`config.mk`:
```
export PLATFORM = sky130hd
export DESIGN_NAME = dpsc_pi_side
export DESIGN_NICKNAME = d
export VERILOG_FILES = /design/src/rtl/dual_pi_speed_controller_defines.svh /design/src/rtl/dpsc_pkg.sv /design/src/rtl/dpsc_pi_side.sv
export SDC_FILE = /design/constraint.sdc
export NUM_CORES = 2
export LEC_CHECK = 0
export BUFFER_PORTS_ARGS = -buffer_cell sky130_fd_sc_hd__buf_2
export CORE_MARGIN = 8
export CORE_UTILIZATION = 40
export CTS_BUF_LIST = sky130_fd_sc_hd__clkbuf_8
export DETAILED_ROUTE_END_ITERATION = 8
export PLACE_DENSITY = 0.67
export SLEW_MARGIN = 10
export SYNTH_ARGS = -nofsm -noshare
export SYNTH_HDL_FRONTEND = slang
export SYNTH_SLANG_ARGS = --single-unit
export TNS_END_PERCENT = 10
```
`constraint.sdc`:
```
create_clock -name clk -period 21.2 [get_ports clk]
set_clock_uncertainty 0.05 [all_clocks]
set_input_delay 1.06 -clock clk [delete_from_list [all_inputs] [get_ports clk]]
set_output_delay 1.06 -clock clk [all_outputs]
set_load 0.05 [all_outputs]
```
`src/rtl/dual_pi_speed_controller_defines.svh`:
```
// assertion macros for the dual pi speed controller
// expects clk and arst_n in the scope of use, no other dependencies
`ifndef DUAL_PI_SPEED_CONTROLLER_DEFINES_SVH
`define DUAL_PI_SPEED_CONTROLLER_DEFINES_SVH

// same-cycle implication, disabled in reset
`define DPSC_ASSERT_NOW(lbl, ante, cons, msg) \
	lbl: assert property (@(posedge clk) disable iff (!arst_n) (ante) |-> (cons)) \
		else $error(msg);

// next-cycle implication, disabled in reset
`define DPSC_ASSERT_NEXT(lbl, ante, cons, msg) \
	lbl: assert property (@(posedge clk) disable iff (!arst_n) (ante) |=> (cons)) \
		else $error(msg);

`endif

```
`src/rtl/dpsc_pkg.sv`:
```
// shared types, constants and register codes of the dual pi speed controller
// no dependencies
`timescale 1ns / 1ps
`default_nettype none

package dpsc_pkg;

	// integral width default and fixed-point layout
	localparam int INTEGRAL_BITS_DEF = 32;
	localparam int FRAC_SHIFT        = 20;
	localparam int RPM_W             = 17;
	localparam int ERR_W             = 18;
	localparam int PWM_W             = 8;
	localparam int GAIN_W            = 16;
	localparam int CFG_IDX_W         = 3;
	localparam int CFG_DATA_W        = 16;

	// speed request codes
	typedef enum logic [1:0] {
		CMD_STOP   = 2'd0,
		CMD_SLOW   = 2'd1,
		CMD_FAST   = 2'd2,
		CMD_IGNORE = 2'd3
	} cmd_t;

	// register indexes
	localparam logic [CFG_IDX_W-1:0] REG_PROP_GAIN   = 3'd0;
	localparam logic [CFG_IDX_W-1:0] REG_INTEG_GAIN  = 3'd1;
	localparam logic [CFG_IDX_W-1:0] REG_TARGET_SLOW = 3'd2;
	localparam logic [CFG_IDX_W-1:0] REG_TARGET_FAST = 3'd3;
	localparam logic [CFG_IDX_W-1:0] REG_DRIVE_SPAN  = 3'd4;
	localparam logic [CFG_IDX_W-1:0] REG_DRIVE_FLOOR = 3'd5;

	// register reset values
	localparam logic [15:0] PROP_GAIN_RST   = 16'd256;
	localparam logic [15:0] INTEG_GAIN_RST  = 16'd655;
	localparam logic [15:0] TARGET_SLOW_RST = 16'd480;
	localparam logic [15:0] TARGET_FAST_RST = 16'd960;
	localparam logic [7:0]  DRIVE_SPAN_RST  = 8'd50;
	localparam logic [7:0]  DRIVE_FLOOR_RST = 8'd50;

	// configuration seen by the datapath
	typedef struct packed {
		logic [15:0] prop_gain;
		logic [15:0] integ_gain;
		logic [15:0] target_slow;
		logic [15:0] target_fast;
		logic [7:0]  drive_span;
		logic [7:0]  drive_floor;
	} cfg_t;

	// pipeline load controls from the top to each side
	typedef struct packed {
		logic ld_s2;
		logic upd_integ;
		logic ld_s3;
	} pipe_ctrl_t;

endpackage

`default_nettype wire

```
`src/rtl/dpsc_pi_side.sv`:
```
// one pi loop: integral update, gain products, clamp and floor
// depends on dpsc_pkg, driven by the pipeline control of the top level
`timescale 1ns / 1ps
`default_nettype none

module dpsc_pi_side
	import dpsc_pkg::*;
#(
	parameter int INTEGRAL_BITS = INTEGRAL_BITS_DEF
) (
	input  wire logic                    clk,
	input  wire logic                    arst_n,
	input  pipe_ctrl_t                   ctrl,
	input  cfg_t                         cfg,
	input  wire logic [15:0]             target_s1,
	input  wire logic signed [RPM_W-1:0] rpm_s1,
	output logic [PWM_W-1:0]             pwm
);

	localparam int IB     = INTEGRAL_BITS;
	localparam int PPROD_W = GAIN_W + 1 + ERR_W;
	localparam int PTERM_W = PPROD_W + 8;
	localparam int IPROD_W = GAIN_W + 1 + IB;
	localparam int SUM_W   = ((IPROD_W > PTERM_W) ? IPROD_W : PTERM_W) + 1;

	logic signed [IB-1:0]      integral_q;
	logic signed [ERR_W-1:0]   err;
	logic signed [IB:0]        acc_wide;
	logic signed [IB-1:0]      acc;
	logic signed [ERR_W-1:0]   err_s2;
	logic signed [IB-1:0]      acc_s2;
	logic signed [PPROD_W-1:0] pterm_s3;
	logic signed [IPROD_W-1:0] iterm_s3;
	logic signed [SUM_W-1:0]   sum;
	logic signed [SUM_W-1:0]   span_lim;
	logic [PWM_W-1:0]          whole;
	logic [PWM_W:0]            pwm_wide;

	// error and saturating integral
	always_comb begin
		err      = $signed({2'b00, target_s1}) - ERR_W'(rpm_s1);
		acc_wide = (IB + 1)'(integral_q) + (IB + 1)'(err);
		if (acc_wide[IB] != acc_wide[IB-1])
			acc = acc_wide[IB] ? {1'b1, {(IB - 1){1'b0}}} : {1'b0, {(IB - 1){1'b1}}};
		else
			acc = acc_wide[IB-1:0];
	end

	// integral state
	always_ff @(posedge clk or negedge arst_n) begin
		if (!arst_n) begin
			integral_q <= '0;
		end else if (ctrl.upd_integ) begin
			integral_q <= acc;
		end
	end

	// stage 2: error and new integral
	always_ff @(posedge clk) begin
		if (ctrl.ld_s2) begin
			err_s2 <= err;
			acc_s2 <= acc;
		end
	end

	// stage 3: gain products
	always_ff @(posedge clk) begin
		if (ctrl.ld_s3) begin
			pterm_s3 <= $signed({1'b0, cfg.prop_gain}) * err_s2;
			iterm_s3 <= $signed({1'b0, cfg.integ_gain}) * acc_s2;
		end
	end

	// pi sum in q.20, clamp to 0..span, add floor, saturate the byte
	always_comb begin
		sum      = (SUM_W'(pterm_s3) <<< 8) + SUM_W'(iterm_s3);
		span_lim = $signed(SUM_W'({cfg.drive_span, {FRAC_SHIFT{1'b0}}}));
		if (sum[SUM_W-1] || (sum == '0))
			whole = '0;
		else if (sum >= span_lim)
			whole = cfg.drive_span;
		else
			whole = sum[FRAC_SHIFT +: PWM_W];
		pwm_wide = {1'b0, whole} + {1'b0, cfg.drive_floor};
		pwm      = pwm_wide[PWM_W] ? {PWM_W{1'b1}} : pwm_wide[PWM_W-1:0];
	end

endmodule

`default_nettype wire

```
## Word-level counts from Yosys, hierarchy flattened

Index checks and enable logic that the tools add are counted.

| cells by class | value |
|---|---|
| $add $sub $neg | 4 |
| multipliers | 2 |
| div/mod/pow operators | 0 |
| magnitude comparators | 1 |
| equal/unequal tests | 1 |
| shifts and indexed selects | 0 |
| mux-type cells | 5 |
| bitwise operators | 0 |
| reductions and logical operators | 2 |

Operator list:

| operator | count |
|---|---|
| $mux 32 | 2 |
| $add 43x49->50 | 1 |
| $ge 50x29->1 | 1 |
| $logic_not 50->1 | 1 |
| $mul 17x32->49 | 1 |
| $mul 17x18->35 | 1 |
| $add 32x18->33 | 1 |
| $mux 8 | 3 |
| $sub 17x17->18 | 1 |
| $add 8x8->9 | 1 |
| $logic_or 1x1->1 | 1 |
| $ne 1x1->1 | 1 |

| storage, ports and cells | value |
|---|---|
| bits in registers | 166 |
| bits in latches | 0 |
| RAM bits | 0 |
| bits in read-only memories | 0 |
| bits of input ports | 118 |
| output and inout port bits | 8 |
| memories kept | 0 |

## Longest topological paths before layout

| depth | value |
|---|---|
| word-level depth | 6 |
| gate-level depth with buffers | 32 |
| depth with buffers taken out | 32 |

## Worst setup path after synthesis

Ideal clock, no wire load.

| timing path | value |
|---|---|
| path type | input to register |
| start | input cfg[50] (netlist bit) |
| end | register iterm_s3[46] (data pin) |
| library setup time | 0.258 ns |
| data arrival time | 7.140 ns |
| data required time | 20.892 ns |
| slack | 13.752 ns |
| stages on the path | 25 |
| path buffers | 1 |
| path through | clkbuf_1 > nand2_1 > fa_1 > inv_1 > fa_1 > inv_1 > fa_1 > inv_1 > fa_1 > inv_1 > fa_1 > fa_1 > inv_1 > ha_1 > a21oi_1 > a21boi_0 > a311oi_1 > a21oi_1 > o2111ai_1 > a31oi_1 > a221o_1 > a311oi_1 > o31ai_1 > a21oi_1 > xnor2_1 |

| between the ends | value |
|---|---|
| cells in the longest elaborated chain, start to end | 1 |

RTL lines:

| what | RTL line | source |
|---|---|---|
| from (decl) | dpsc_pi_side.sv:14 | `input cfg_t cfg,` |
| $mul 17x32->49 | dpsc_pi_side.sv:70 | `iterm_s3 <= $signed({1'b0, cfg.integ_gain}) * acc_s2;` |
| to (signal assigned) | dpsc_pi_side.sv:70 |  |
| to (decl) | dpsc_pi_side.sv:33 | `logic signed [IPROD_W-1:0] iterm_s3;` |

No other way between the ends.
A chain may end at the register's enable or synchronous reset.

## Final worst setup path

Same ends and word-level chain as after synthesis.

==> metrics.cfg <==
[grt]
grt_remaining_overflow=0
grt_max_degree=85
grtUsageTotal_pct=17.8
grt_pass1_vias=30800
use_met2_pct=32.4
met1_usage_pct=22.4
use_met3_pct=1.86
antenna_found_initial=3
top_usage_layer=met2
grt_pass1_wl_um=157000

[timing]
min_period_ns=8.38
layout_worst_path_cycle_share_pct=39.5
tns_ns=0
worst_slew_pin_slew_ns=1.10
finalHoldViolations=0
rsz0062_at_grt=false
slew_viol_final=0
setup_viol=0
fmax_ghz=0.119
slew_headroom_pct=26.2

[placement]
gp_congestion=0.906
place_area_um2=41300
port-buffer-count=93
hpwl_um=76100

[yosys]
netlist_instances=4292
syn_nets=5507
synthTopCellsByArea=fa_1 (40%), edfxtp_1 (10%), ha_1 (9.8%), inv_1 (9.0%), nand2_1 (5.6%)
synth_ff_type=edfxtp_1
ys_warn_count=0
avgSynthCellArea_um2=9.24
synth_edf_count=134
syn_area_um2=39700
synth.distinct_cells=86
async_reset_ff_share_pct=19.3
yosys.area.top_type=fa_1
synth_sequential_area_ratio_pct=12.2
yosys_register_bits=166
yosysTopAreaCellShare_pct=39.7

[min_path]
min_path_type=register to register
holdCritStartpoint=integral_q[28]$_DFFE_PN0P_

[die]
io_pins=126
die_h_um=331
rows=115
die_w_um=331
dieArea_um2=109000
start_util_pct=40.4
coreArea_um2=98300

[final_layout]
num_antenna_cells=0
layout-drive-gt1-share_pct=4.83
mostFrequentLayoutCell=inv_1
syn_to_final_growth_pct=5.21
design_area_um2=41700
final_cell_mix=inv_1 (951), fa_1 (786), nand2_1 (591)
nets=5484

[detailed_routing]
vias_per_cell=5.16
dr.pass1.iters=6
postRouteAntennaNets=0
vias=28800
wire_per_inst_um=17.0
drtIter0Drc=1568
drc=0
wl_um=94700

[worst_setup_path]
critPathSlowestCell=buf_2
max_stage_delay_ns=0.59
ff2ff_setup_slack_ns=13.10
cp_data_arrival_time_ns=8.58
cp-start-kind=input port
crit_buf_inv=6
path_max_fanout=32
critPathCaptureType=register
crit_family=adder cells
timing.rr.start=acc_s2[12]$_DFFE_PP_
cp-startpoint=cfg[50]
cp.required_ns=21.39
crit_top_cell=fa_1
worstSetupPathType=input port to register

[cts]
hold_buffers=0
cts_made_buffers=17
path_clk_slew_ns=0.09
htreeDepth=4
cts_resized=0
post_cts_buffers=0
insertion_delay_ns=0.50
cts_tree=built
clockBufferDepth=2
clock-sinks=166
cts_root_buf=clkbuf_8

[flow_run]
cap_viol_max_count=0

[outcome]
status=completed

==> cell families after synthesis <==
group	count (synthesis)	share of synthesized area [%]
compound gates	512	8.49
xor+xnor	153	3.40
fa+ha+maj	1099	49.5
buf+inv	1104	10.5
flops	166	12.2
mux	46	1.27
simple gates	1212	14.6
==> routing by layer <==
layer | vias up | routed length (um) | part of all wire, %
met2 | 709 | 48600 | 51
met1 | 14700 | 39100 | 41
met4 | 2 | 2640 | 2.8
li1 | 13200 | - | -
met5 | - | 13 | 0.014
met3 | 167 | 4450 | 4.7
==> metrics by stage <==
step | setup WS (ns) | util (%) | std cells | hold WS, ns
finish | 12.82 | 42.5 | 5569 | 0.475
floorplan | 13.75 | - | 4292 | 0.437
global route | 12.43 | 42.5 | 5569 | 0.485
global placement | 12.48 | 42.0 | 5537 | 0.446
CTS | 12.92 | 42.5 | 5569 | 0.479
detailed placement | 12.38 | 42.0 | 5537 | 0.455
==> worst reg2reg max path, delay by kind of cell (launching register included) <==
kind | cells | cell delay [ns]
AND/OR/NAND/NOR | 1 | 0.18
XOR/XNOR | 1 | 0.09
AO/OA/AOI/OAI | 10 | 2.91
adder cells (fa/ha/maj) | 7 | 3.42
buffers and inverters | 5 | 0.28
flip-flops | 1 | 0.94
==> cell type report <==
class | instances | area [um^2]
clock buffer | 18 | 248
clock inverter | 14 | 199
fill | 9529 | 56600
inverter | 950 | 3570
multi-input combinational | 3022 | 30700
sequential | 166 | 4820
tap | 1287 | 1610
timing repair buffer | 112 | 611
==> worst paths after layout <==
check	cells past startpoint	to
min	1	integral_q[28]$_DFFE_PN0P_
min reg2reg	1	integral_q[28]$_DFFE_PN0P_
max in group asynchronous	1	integral_q[2]$_DFFE_PN0P_
max reg2reg	24	iterm_s3[46]$_DFFE_PP_
min in group asynchronous	1	integral_q[29]$_DFFE_PN0P_
max	25	iterm_s3[46]$_DFFE_PP_
==> Yosys cell counts (all sizes together), types with 13 or more instances <==
cell    count
inv       950
fa        786
nand2     592
and2      320
ha        311
a21oi     159
clkbuf    138
edfxtp    134
nor2      117
xnor2     101
o21ai     100
a21o       67
xor2       52
o21a       37
nand3      35
mux2       33
dfrtp      32
nor2b      29
nand4      24
nor3       23
buf        16
o211ai     16
nand2b     15
a211oi     14
o21bai     14
a31oi      13
and3       13
mux2i      13
==> sequential cells by signal, indices dropped and copies added, names as in the netlist <==
register / cells
err_s2: 18
iterm_s3: 49
acc_s2: 32
pterm_s3: 35
integral_q: 32
Power is not shown: default switching activity piles up to over one toggle a cycle in this logic, so the estimate is an artifact.
