$ cat config.mk
export PLATFORM = sky130hd
export DESIGN_NAME = dpsc_cfg_regs
export DESIGN_NICKNAME = d
export VERILOG_FILES = /design/src/rtl/dual_pi_speed_controller_defines.svh /design/src/rtl/dpsc_pkg.sv /design/src/rtl/dpsc_cfg_regs.sv
export SDC_FILE = /design/constraint.sdc
export NUM_CORES = 1
export LEC_CHECK = 0
export BUFFER_PORTS_ARGS = -buffer_cell sky130_fd_sc_hd__buf_2
export CAP_MARGIN = 10
export CORE_MARGIN = 5
export CORE_UTILIZATION = 54
export DETAILED_ROUTE_END_ITERATION = 7
export PLACE_DENSITY = 0.95
export REMOVE_ABC_BUFFERS = 1
export SLEW_MARGIN = 20
export SYNTH_ARGS = -nofsm -noshare
export SYNTH_HDL_FRONTEND = slang
export SYNTH_SLANG_ARGS = --single-unit
$ cat constraint.sdc
create_clock -name clk -period 1.4 [get_ports clk]
set_input_delay 0 -clock clk [delete_from_list [all_inputs] [get_ports clk]]
set_output_delay 0 -clock clk [all_outputs]
set_load 0.01 [all_outputs]
$ cat src/rtl/dual_pi_speed_controller_defines.svh
// assertion macros for the dual pi speed controller
// expects clk and arst_n in the scope of use, no other dependencies
`ifndef DUAL_PI_SPEED_CONTROLLER_DEFINES_SVH
`define DUAL_PI_SPEED_CONTROLLER_DEFINES_SVH

// same-cycle implication, disabled in reset
`define DPSC_ASSERT_NOW(lbl, ante, cons, msg) \
	lbl: assert property (@(posedge clk) disable iff (!arst_n) (ante) |-> (cons)) \
		else $error(msg);

// next-cycle implication, disabled in reset
`define DPSC_ASSERT_NEXT(lbl, ante, cons, msg) \
	lbl: assert property (@(posedge clk) disable iff (!arst_n) (ante) |=> (cons)) \
		else $error(msg);

`endif

$ cat src/rtl/dpsc_pkg.sv
// shared types, constants and register codes of the dual pi speed controller
// no dependencies
`timescale 1ns / 1ps
`default_nettype none

package dpsc_pkg;

	// integral width default and fixed-point layout
	localparam int INTEGRAL_BITS_DEF = 32;
	localparam int FRAC_SHIFT        = 20;
	localparam int RPM_W             = 17;
	localparam int ERR_W             = 18;
	localparam int PWM_W             = 8;
	localparam int GAIN_W            = 16;
	localparam int CFG_IDX_W         = 3;
	localparam int CFG_DATA_W        = 16;

	// speed request codes
	typedef enum logic [1:0] {
		CMD_STOP   = 2'd0,
		CMD_SLOW   = 2'd1,
		CMD_FAST   = 2'd2,
		CMD_IGNORE = 2'd3
	} cmd_t;

	// register indexes
	localparam logic [CFG_IDX_W-1:0] REG_PROP_GAIN   = 3'd0;
	localparam logic [CFG_IDX_W-1:0] REG_INTEG_GAIN  = 3'd1;
	localparam logic [CFG_IDX_W-1:0] REG_TARGET_SLOW = 3'd2;
	localparam logic [CFG_IDX_W-1:0] REG_TARGET_FAST = 3'd3;
	localparam logic [CFG_IDX_W-1:0] REG_DRIVE_SPAN  = 3'd4;
	localparam logic [CFG_IDX_W-1:0] REG_DRIVE_FLOOR = 3'd5;

	// register reset values
	localparam logic [15:0] PROP_GAIN_RST   = 16'd256;
	localparam logic [15:0] INTEG_GAIN_RST  = 16'd655;
	localparam logic [15:0] TARGET_SLOW_RST = 16'd480;
	localparam logic [15:0] TARGET_FAST_RST = 16'd960;
	localparam logic [7:0]  DRIVE_SPAN_RST  = 8'd50;
	localparam logic [7:0]  DRIVE_FLOOR_RST = 8'd50;

	// configuration seen by the datapath
	typedef struct packed {
		logic [15:0] prop_gain;
		logic [15:0] integ_gain;
		logic [15:0] target_slow;
		logic [15:0] target_fast;
		logic [7:0]  drive_span;
		logic [7:0]  drive_floor;
	} cfg_t;

	// pipeline load controls from the top to each side
	typedef struct packed {
		logic ld_s2;
		logic upd_integ;
		logic ld_s3;
	} pipe_ctrl_t;

endpackage

`default_nettype wire

$ cat src/rtl/dpsc_cfg_regs.sv
// configuration register file, write only
// depends on dpsc_pkg
`timescale 1ns / 1ps
`default_nettype none

module dpsc_cfg_regs
	import dpsc_pkg::*;
(
	input  wire logic                  clk,
	input  wire logic                  arst_n,
	input  wire logic                  cfg_we,
	input  wire logic [CFG_IDX_W-1:0]  cfg_idx,
	input  wire logic [CFG_DATA_W-1:0] cfg_wdata,
	output cfg_t                       cfg
);

	cfg_t cfg_q;

	// register writes, unknown indexes are dropped
	always_ff @(posedge clk or negedge arst_n) begin
		if (!arst_n) begin
			cfg_q.prop_gain   <= PROP_GAIN_RST;
			cfg_q.integ_gain  <= INTEG_GAIN_RST;
			cfg_q.target_slow <= TARGET_SLOW_RST;
			cfg_q.target_fast <= TARGET_FAST_RST;
			cfg_q.drive_span  <= DRIVE_SPAN_RST;
			cfg_q.drive_floor <= DRIVE_FLOOR_RST;
		end else if (cfg_we) begin
			unique case (cfg_idx)
				REG_PROP_GAIN:   cfg_q.prop_gain   <= cfg_wdata;
				REG_INTEG_GAIN:  cfg_q.integ_gain  <= cfg_wdata;
				REG_TARGET_SLOW: cfg_q.target_slow <= cfg_wdata;
				REG_TARGET_FAST: cfg_q.target_fast <= cfg_wdata;
				REG_DRIVE_SPAN:  cfg_q.drive_span  <= cfg_wdata[7:0];
				REG_DRIVE_FLOOR: cfg_q.drive_floor <= cfg_wdata[7:0];
				default: ;
			endcase
		end
	end

	assign cfg = cfg_q;

endmodule

`default_nettype wire

; ---- Word level (Yosys, flattened, before mapping)
; Index checks and enable logic that the tools add are counted.
[word_totals]
reg_bits = 80
mem_bits_rw = 0
latch_bits = 0
mem_bits_ro = 0
elab_cells = 18
output_inout_bits = 80
memories = 0
[classes]
n_shift = 0
bitwise_logic = 0
n_eq_ne = 5
n_lt_le_gt_ge = 0
multipliers = 0
reduce_logical = 7
muxes = 0
div_mod_pow = 0
addsub = 0
[ops]
columns = cell, count
row1 = $reduce_and A2 Y1, 6
row2 = $eq A3 B2 Y1 const B, 2
row3 = $eq A3 B3 Y1 const B, 2
row4 = $eq A3 B1 Y1 const B, 1
row5 = $logic_not A3 Y1, 1

; ---- Longest topological paths before layout
; Gate-level depths: netlist of the first run.
[logic_depth]
depth_word = 2
ltp_mapped = 5

; ---- Worst setup path after synthesis of the first run
; OpenSTA, ideal clock, no wires.
[synth_path]
path_type = input-to-reg
start = input cfg_idx[0]
end = register cfg_q (netlist bit cfg[64])
setup_ps = 125
stages = 4
slack_ps = 213
t_arrival_ps = 1062
t_required_ps = 1275
path_cell_list = buf_6 > nor4b_4 > buf_6 > mux2_2
[synth_between]
elab_chain_cells = 2
[synth_rtl]
columns = item, line
row1 = from (decl), dpsc_cfg_regs.sv:12  ; input wire logic [CFG_IDX_W-1:0] cfg_idx,
row2 = $logic_not A3 Y1, dpsc_cfg_regs.sv:29  ; unique case (cfg_idx)
row3 = $reduce_and A2 Y1 (no line), n/a
row4 = to (decl), dpsc_cfg_regs.sv:17  ; cfg_t cfg_q;
; Every way passes these cells.
; A chain may end at the register's enable or synchronous reset.

; ---- Worst setup path in the final report of the first run
[layout_path]
start = register cfg_q (netlist bit cfg[39])
end = output cfg[39] (netlist bit)
[layout_rtl]
columns = item, line
row1 = to (decl), dpsc_cfg_regs.sv:14  ; output cfg_t cfg
; No word-level cell between the ends.

==> results of run 1 <==
## per-layer routing
| metal | wire length (µm) | up-vias | GRT usage [%] |
|---|---|---|---|
| met5 | 0 | - | 0 |
| met4 | 80 | 0 | 7.48 |
| met3 | 494 | 8 | 5.48 |
| met2 | 3420 | 68 | 33.3 |
| met1 | 2760 | 969 | 24.6 |
| li1 | - | 880 | - |
## cells by family (layout without fill, tap and decap cells)
logic type / Yosys count / after routing
muxes: 80 / 80
DFF: 80 / 80
buffers and inverters: 8 / 142
and+or+nand+nor: 6 / 6
## where the power goes
group,leakage [nW],internal [mW],switching [mW]
clock network,0.108,1.05,0.760
logic,0.883,0.792,0.720
registers,0.929,2.91,0.247
## layout make-up
class	count	area, µm²
timing repair buffer	126	751
fill	352	1470
tap	72	90.1
clock inverter	3	65.1
clock buffer	13	149
multi-input combinational	86	990
sequential	80	2030
## final timing paths
kind                            start      end  slack (ns)  cells after the start
hold reg to reg               cfg[47]  cfg[47]        0.50                      1
min in group clk           cfg_idx[1]  cfg[11]        0.34                      4
setup / recovery              cfg[39]  cfg[39]        0.40                      1
max in group asynchronous      arst_n  cfg[55]        0.80                      3
setup reg to reg              cfg[66]  cfg[66]        0.61                      1
hold / removal                 arst_n  cfg[36]        0.22                      3
## metrics by stage
stage                     std cells  power [mW]  cell area, µm²  util [%]
after floorplan                 166        3.93            3010         -
after global placement          347        4.63            3690      66.6
after detailed placement        347        4.72            3690      66.6
after CTS                       380        6.57            4070      73.5
after global routing            380        6.87            4070      73.5
final                           380        6.49            4070      73.5
## Yosys cell counts
master and number:
nor4bb_1 1, mux2_2 79, nand4b_1 1, buf_6 6, nand4b_2 1, dfstp_2 21
and4bb_2 2, nor4b_4 1, dfrtp_1 59, mux2_1 1, buf_2 2
## layout by cell type, fill, tap and decap left out, drive strengths merged
cell / n
clkbuf: 13
bufinv: 2
dlygate4sd3: 17
nand4b: 2
nor4b: 1
and4bb: 2
mux2: 80
dfstp: 21
clkinv: 1
nor4bb: 1
buf: 109
dfrtp: 59
==> impl_metrics.json, run 1 <==
{
  "grt_start_max_net_pins": 81,
  "yosysTopAreaCellShare_pct": 47.8,
  "slowest_delay_ns": 0.55,
  "wl_per_cell_um": 17.8,
  "vdd_drop_max_v": 0.00113,
  "io_buffer_count": 101,
  "cts_made_buffers": 9,
  "area_growth_pct": 31.8,
  "core_area_um2": 5540,
  "rsz0062_at_grt": "no",
  "fmax_ghz": 0.999,
  "crit_chain": "buf_2",
  "avgSynthCellArea_um2": 17.8,
  "critPathSlowestCell": "dfstp_2",
  "yosysSeqAreaShare_pct": 65.7,
  "cp_top_family": "flip-flops",
  "route.detailed.drc": 0,
  "grt_usage_pct": 19.9,
  "syn_inst": 174,
  "yosys_warnings": 0,
  "overflow": 0,
  "setup_violations": 0,
  "grt_pass1_wl_um": 11300,
  "finalHoldViolCount": 0,
  "hold_class": "input port to async pin",
  "post-place-ws_ns": 0.179,
  "endpoint_kind": "output pin",
  "die_h_um": 85.6,
  "post_cts_buffers": 0,
  "post-route-min-period_ns": 1.00,
  "fp-row-count": 27,
  "critical_path_peak_fanout": 2,
  "clkTransAtPathRegs_ns": 0.08,
  "synth_top_cell_by_area": "dfrtp_1",
  "via_per_inst": 5.07,
  "pin_count": 102,
  "grt_pass1_vias": 2188,
  "wl_um": 6750,
  "dieArea_um2": 7330,
  "clkLatencyLatePin_ns": 0.33,
  "cts_tree": "done",
  "routed-via-count": 1925,
  "hold-worst-slack_ns": 0.221,
  "ys_ff_latch": 80,
  "crit_arrival_ns": 1.00,
  "clock_sink_count": 80,
  "synth_top_family_by_area": "multiplexers",
  "max_cap_violations": 0,
  "relSlewSlack_pct": 70.4,
  "nets": 325,
  "fin_worst_skew_ns": 0,
  "hpwlAfterDp_um": 4680,
  "largest_reg_flops": 80,
  "antenna_cells": 0,
  "fin_crit_sh_pct": 71.5,
  "leakage_nw": 1.92,
  "initial_core_util_pct": 55.8,
  "status": "completed",
  "final_antenna_net_count": 0,
  "power_density_nw_per_um2": 1590,
  "dr.first_iter.drc_count": 58,
  "synth_area_leaders": "dfrtp_1, mux2_2, dfstp_2",
  "clock_path_buffers": 2,
  "netlist-cell-type-count": 11,
  "antenna_found_initial": 0,
  "tns_ns": 0,
  "drv_slew": 0,
  "max_slew.worst_pin.slew_ns": 0.441,
  "required_ns": 1.40,
  "critPathLaunchType": "register",
  "synthXorXnorAreaFrac_pct": 0,
  "fp.dieW_um": 85.6,
  "crit_type": "register to output pin",
  "clockRootBuffer": "clkbuf_8",
  "syn-cell-area_um2": 3090,
  "routabilityCongestion": 0.702,
  "layout_setup_ws_ns": 0.399,
  "synth-simple-area-share_pct": 2.67,
  "timing.critical_path.buf_inv": 1,
  "hold_buffers": 17,
  "h-tree-depth": 3,
  "cts_resized": 0,
  "drive_gt1_share_pct": 73.7,
  "synth_compound_area_share_pct": 0,
  "synth_fa_ha_area_share_pct": 0,
  "synthMuxAreaShare_pct": 29.2,
  "drt_first_pass_iters": 4
}
(Power assumes the default switching activity.)
==> inputs of run 2 (changes only) <==
Settings changed: ABC_AREA set to 1, CORE_UTILIZATION 54 to 50, PLACE_DENSITY 0.95 to 0.91.
Clock period 1.4 ns to 1 ns, I/O delays scaled along.
==> impl_metrics.json, run 2 <==
{
  "syn-cell-area_um2": 3180,
  "clockRootBuffer": "clkbuf_8",
  "leakage_nw": 2.45,
  "power_density_nw_per_um2": 2000,
  "violations": "negative setup slack",
  "synth_compound_area_share_pct": 0,
  "crit_arrival_ns": 1.00,
  "synthTopCellsByCount": "nand2_1, dfrtp_1, nand3_1",
  "grt_pass1_wl_um": 15200,
  "final_antenna_net_count": 0,
  "fp-row-count": 29,
  "max_slew.worst_pin.slew_ns": 0.387,
  "route.detailed.drc": 0,
  "clkTransAtPathRegs_ns": 0.08,
  "finalHoldViolCount": 0,
  "synth-simple-area-share_pct": 33.2,
  "synthMuxAreaShare_pct": 0,
  "wl_per_cell_um": 16.0,
  "critPathSlowestCell": "dfstp_2",
  "power_mw": 8.80,
  "vdd_drop_max_v": 0.00142,
  "drv_slew": 0,
  "synth_ff_type": "dfrtp_1",
  "setup_violations": 2,
  "synth_top_cell_by_area": "dfrtp_1",
  "yosysTopAreaCellShare_pct": 46.5,
  "grt_pass1_vias": 2990,
  "hold_class": "input port to async pin",
  "final_common_cell": "nand2_1",
  "fmax_ghz": 0.996,
  "critPathLaunch": "cfg[4]",
  "hpwlAfterDp_um": 6140,
  "synth_fa_ha_area_share_pct": 0,
  "tns_ns": -0.00564,
  "required_ns": 1.00,
  "wl_um": 9170,
  "netlist-cell-type-count": 14,
  "slowest_delay_ns": 0.56,
  "r2r_start": "cfg[49]",
  "status": "finished, violations left",
  "yosysSeqAreaShare_pct": 63.8,
  "rsz0062_at_grt": "yes",
  "synth_edf_count": 0,
  "core_area_um2": 6280,
  "crit_chain": "buf_6",
  "h-tree-depth": 3,
  "fp.dieW_um": 89.7,
  "clock_sink_count": 80,
  "critPathLaunchType": "register",
  "grt_start_max_net_pins": 28,
  "drt_first_pass_iters": 4,
  "io_buffer_count": 101,
  "layout_common_cells": "nand2_1, buf_2, dfrtp_1",
  "endpoint_kind": "output pin",
  "cts_made_buffers": 9,
  "cts_tree": "done",
  "yosys.cell_count.top_type": "nand2_1",
  "nets": 513,
  "via_per_inst": 5.16,
  "antenna_cells": 0,
  "fin_crit_sh_pct": 100,
  "layout_setup_ws_ns": -0.00444,
  "synthXorXnorAreaFrac_pct": 0,
  "crit_type": "register to output pin",
  "dr.first_iter.drc_count": 127,
  "area_growth_pct": 38.5,
  "clkLatencyLatePin_ns": 0.34,
  "max_cap_violations": 0,
  "syn_inst": 356,
  "overflow": 0,
  "drive_gt1_share_pct": 33.5,
  "antenna_found_initial": 0,
  "relSlewSlack_pct": 74.2,
  "routabilityCongestion": 0.829,
  "grt_usage_pct": 23.5,
  "fin_worst_skew_ns": 0,
  "critical_path_peak_fanout": 2,
  "largest_reg_flops": 80,
  "synthArstFlopShare_pct": 100,
  "post-place-ws_ns": 0.00318,
  "cp_top_family": "flip-flops",
  "timing.critical_path.buf_inv": 1,
  "die_h_um": 89.7,
  "synth_top_family_by_area": "simple AND/OR/NAND/NOR gates",
  "ys_ff_latch": 80,
  "dieArea_um2": 8050,
  "yosys_warnings": 0,
  "avgSynthCellArea_um2": 8.92,
  "synth_area_leaders": "dfrtp_1, nand2_1, dfstp_2",
  "post-route-min-period_ns": 1.00,
  "initial_core_util_pct": 50.6,
  "final_core_util_pct": 70.1,
  "clock_path_buffers": 2,
  "routed-via-count": 2954,
  "pin_count": 102
}
run 2: cell count changes after synthesis, moves of 3 or more:
cell      delta
nor2_2       +4
clkbuf_1     +3
inv_1        +3
nand3_1     +56
buf_6        -5
mux2_2      -79
buf_2        +8
nand2_1    +192
run 2: cell families (layout without fill, tap and decap cells):
group	Yosys count	after routing
simple gates	256	256
flops	80	80
buf+inv	20	160
run 2: final timing paths:
kind                       slack, ns  cells past startpoint  endpoint
max                           -0.004                      1    cfg[4]
min                             0.11                      2   cfg[63]
max reg2reg                     0.18                      3   cfg[49]
min reg2reg                     0.47                      2   cfg[58]
max in group asynchronous       0.30                      3   cfg[48]
min in group clk                0.12                      6   cfg[22]
run 2: repair_timing:
action | in CTS | in global routing
endpoints found under the hold margin | 142 | 0
cloned | 0 | 0
setup endpoints to repair | 19 | 21
resized for setup | 19 | 2
setup buffers | 0 | 3
hold buffers | 17 | 0
run 2: cell type report:
cell class,instances,area (µm²)
flip-flops and latches,80,2030
fillers,494,1880
multi-input cells,256,1050
repair buffers,138,1010
clock buffers,10,128
well taps,77,96.3
clock inverters,6,61.3
inverters,6,22.5
run 2: per-layer routing:
layer / share of wire [%] / track usage (%) / vias to the layer above
li1: - / - / 1390
met1: 40 / 31.2 / 1422
met2: 49 / 37.4 / 126
met3: 8.6 / 7.01 / 16
met4: 1.9 / 6.55 / 0
met5: 0 / 0 / -
run 2: through the flow:
step	instances	instance area (µm²)	hold slack [ns]
floorplan	342	3100	-0.296
global placement	537	3890	-0.0562
detailed placement	537	3890	-0.0537
CTS	570	4360	0.114
global route	573	4400	0.134
finish	573	4400	0.107
run 2: power breakdown:
group	switching, mW	internal, mW
sequential	0.386	3.96
clock	1.16	1.15
combinational	1.15	0.997
